[src/rtl/cspr_mul.sv]
// Shared signed 34 x 34 multiplier with a registered product.
// No dependencies.
module cspr_mul (
	input  logic               clk,
	input  logic signed [33:0] a,
	input  logic signed [33:0] b,
	output logic signed [67:0] p
);

	logic signed [67:0] p_q;

	always_ff @(posedge clk) begin
		p_q <= a * b;
	end

	assign p = p_q;

endmodule

[config.mk]
export PLATFORM = sky130hd
export DESIGN_NAME = cspr_mul
export DESIGN_NICKNAME = d
export VERILOG_FILES = /design/src/rtl/cspr_mul.sv
export SDC_FILE = /design/constraint.sdc
export NUM_CORES = 2
export LEC_CHECK = 0
export ABC_AREA = 1
export BUFFER_PORTS_ARGS = -buffer_cell sky130_fd_sc_hd__buf_2
export CAP_MARGIN = 30
export CORE_MARGIN = 1
export CORE_UTILIZATION = 40
export DETAILED_ROUTE_END_ITERATION = 10
export GPL_TIMING_DRIVEN = 0
export PLACE_DENSITY = 0.57
export SETUP_SLACK_MARGIN = 0.05
export SYNTH_ARGS = -nofsm -noshare
export SYNTH_HDL_FRONTEND = slang
export SYNTH_SLANG_ARGS = --single-unit
[constraint.sdc]
create_clock -name clk -period 8 [get_ports clk]
set_input_delay 0.4 -clock clk [delete_from_list [all_inputs] [get_ports clk]]
set_output_delay 0.4 -clock clk [all_outputs]
set_load 0.01 [all_outputs]
==> flow_metrics.env <==
export IMPL_cp_required_ps=8220
export IMPL_wl_per_cell_um=24.2
export IMPL_grt_use_met1_pct=40.2
export IMPL_crit_slowest_cell="clkdlybuf4s15_1"
export IMPL_yosysTopAreaCellShare_pct=53.7
export IMPL_synth_seq_cells=68
export IMPL_dp_cells=7622
export IMPL_async_flop_share_pct=0
export IMPL_regArea_um2=1360
export IMPL_synth_distinct_cells=32
export IMPL_hold_buffers=0
export IMPL_worstPathMaxFanout=10
export IMPL_post_route_cell_area_um2=50100
export IMPL_rsz0062_at_grt="true"
export IMPL_overflow=0
export IMPL_critPathMostFrequentCell="nand2_1"
export IMPL_layout_cells_non_filler=7653
export IMPL_grt_pass1_vias=40449
export IMPL_largest_register_ffs=68
export IMPL_fp_dieW_um=342
export IMPL_min_period_ps=7790
export IMPL_violations="DRC"
export IMPL_grt_util_all_layers_pct=32.8
export IMPL_place_congestion=1.03
export IMPL_dpl_cell_area_um2=49500
export IMPL_vias=37616
export IMPL_grt_pass1_wl_mm=271
export IMPL_hold_viol=0
export IMPL_coreArea_um2=115000
export IMPL_cts_max_path_buffers=2
export IMPL_dp_hpwl_mm=165
export IMPL_syn_inst=5972
export IMPL_use_met3_pct=5.84
export IMPL_min_path_cells=3
export IMPL_drc=14
export IMPL_setup_viol=0
export IMPL_critPathArrivalTime_ps=8010
export IMPL_use_met2_pct=53.7
export IMPL_antenna_left=0
export IMPL_viasPerCell=4.92
export IMPL_final_max_slew_viol_count=0
export IMPL_clk_pin_slew_worst_paths_ps=50
export IMPL_grt_max_degree=18
export IMPL_synth_seq_area_share_pct=2.95
export IMPL_placementRows=124
export IMPL_fin_crit_sh_pct=97.3
export IMPL_final_nets=7646
export IMPL_synth_fp_nets=7486
export IMPL_worst_slack_ps=212
export IMPL_min_path_type="input pin to flip-flop"
export IMPL_first_pass_iters=8
export IMPL_worst_pin_slew_ps=1050
export IMPL_nFillCells=11966
export IMPL_netlist_area_um2=46200
export IMPL_dp_worst_setup_slack_ps=-875
export IMPL_start_util_pct=40.4
export IMPL_max_slew_margin_pct=30.0
export IMPL_htreeDepth=3
export IMPL_synthToLayoutAreaGrowth_pct=8.46
export IMPL_crit_path_end_kind="flip-flop"
export IMPL_cts_buffers=9
export IMPL_syn_area_per_cell_um2=7.74
export IMPL_worstSetupPathType="input pin to flip-flop"
export IMPL_busiest_layer="met2"
export IMPL_die_area_um2=117000
export IMPL_synth_top_cell_by_area="fa_1"
export IMPL_holdPathEnd="p[0]"
export IMPL_clkSinkCount=68
export IMPL_drtIter0Drc=3107
export IMPL_min_from="a[0]"
export IMPL_yosys_most_used_dff="dfxtp_1"
export IMPL_io_pins=137
export IMPL_cp_start_kind="input pin"
export IMPL_status="complete, but fails checks"
export IMPL_drive_gt1_share_pct=5.25
export IMPL_wirelength_mm=185
export IMPL_cpPeakStageDelay_ps=660
export IMPL_cts_root_buf="clkbuf_16"
export IMPL_max_freq_ghz=0.128
export IMPL_synthTopCellsByArea="fa_1 (54%), inv_1 (17%), nand2_1 (13%)"
export IMPL_grt_antenna_before_repair=8
export IMPL_maxCapViolations=0
export IMPL_yosys_warnings=0
export IMPL_synth_edff_count=0
export IMPL_port_buffers=69
export IMPL_die_y_um=342
export IMPL_cts_tree="built"
export IMPL_multi_input_area_um2=35900
critical path, delay by kind of cell:
| family | cells | cell delay, ps |
|---|---|---|
| adder cells (fa/ha/maj) | 9 | 4500 |
| buffers and inverters | 8 | 1560 |
| AND/OR/NAND/NOR | 11 | 1100 |
| AO/OA/AOI/OAI | 1 | 420 |
per-stage QoR:
step	util, %	hold slack (ps)	setup TNS [ps]
2_1_floorplan	-	679	0
3_3_place_gp	42.3	796	-36910
3_5_place_dp	43.3	793	-15790
4_1_cts	43.6	718	0
5_1_grt	43.8	709	0
6_report	43.8	690	0
worst max path at each step:
stage | slack, ps | end | cells past startpoint | startpoint
final | 210 | p[67] | 29 | b[5]
after detailed placement | -880 | p[60] | 24 | b[12]
after global routing | 40 | p[62] | 25 | a[33]
after global placement | -1660 | p[62] | 26 | b[9]
after CTS | 60 | p[64] | 27 | a[31]
after floorplan | 780 | p[66] | 24 | a[33]
what timing repair did:
action	CTS	global route
setup buffers	2	0
setup endpoints to repair	21	35
pin swaps	1	0
gates resized for setup	16	209
cell type report:
cell class | instances | share of cell area [%]
plain buffers | 270 | 2.28
repair buffers | 150 | 3.17
inverters | 2119 | 15.9
multi-input cells | 3514 | 71.6
clock inverters | 4 | 0.0524
well taps | 1512 | 3.77
flip-flops and latches | 68 | 2.72
diodes | 5 | 0.0250
clock buffers | 11 | 0.484
cell families after synthesis:
family,share of synthesized area [%]
compound gates,1.13
fa+ha+maj,59.3
simple gates,16.6
flops,2.95
xor+xnor,0.663
buf+inv,19.4
per-layer routing:
| layer | vias to the layer above | wire, um |
|---|---|---|
| met3 | 457 | 16300 |
| met5 | - | 182 |
| li1 | 16363 | - |
| met2 | 1719 | 85800 |
| met4 | 14 | 15100 |
| met1 | 19063 | 67900 |
synth_stat cells, types with 7 or more instances:
library cell and instances:
nor2_2 9, nand2_1 1661, inv_1 2116, a21oi_1 59, o21ai_0 18, clkbuf_1 269
fa_1 1241, ha_1 204, o21bai_1 11, nand3_1 70, or2_2 8, dfxtp_1 68
xor2_1 33, nor3_1 15, nand4_1 19, nand2_2 20, nand3_2 7, nor2_1 115
cell usage in the layout, fill, tap and decap left out, drive strengths merged:
| cell | count |
|---|---|
| inv | 2119 |
| nand2 | 1683 |
| fa | 1241 |
| clkbuf | 273 |
| ha | 204 |
| buf | 155 |
| nor2 | 124 |
| nand3 | 77 |
| dfxtp | 68 |
| a21oi | 63 |
| xor2 | 33 |
| nor3 | 22 |
| nand4 | 19 |
| o21ai | 19 |
| o21bai | 11 |
| or2 | 8 |
| diode | 5 |
| clkdlybuf4s15 | 3 |
| nand3b | 3 |
| clkinv | 3 |
| xnor2 | 2 |
| nor4 | 1 |
| a21o | 1 |
| o21a | 1 |
| nand2b | 1 |
| and2 | 1 |
| clkinvlp | 1 |
Power is not shown: default switching activity piles up to over one toggle a cycle in this logic, so the estimate is an artifact.
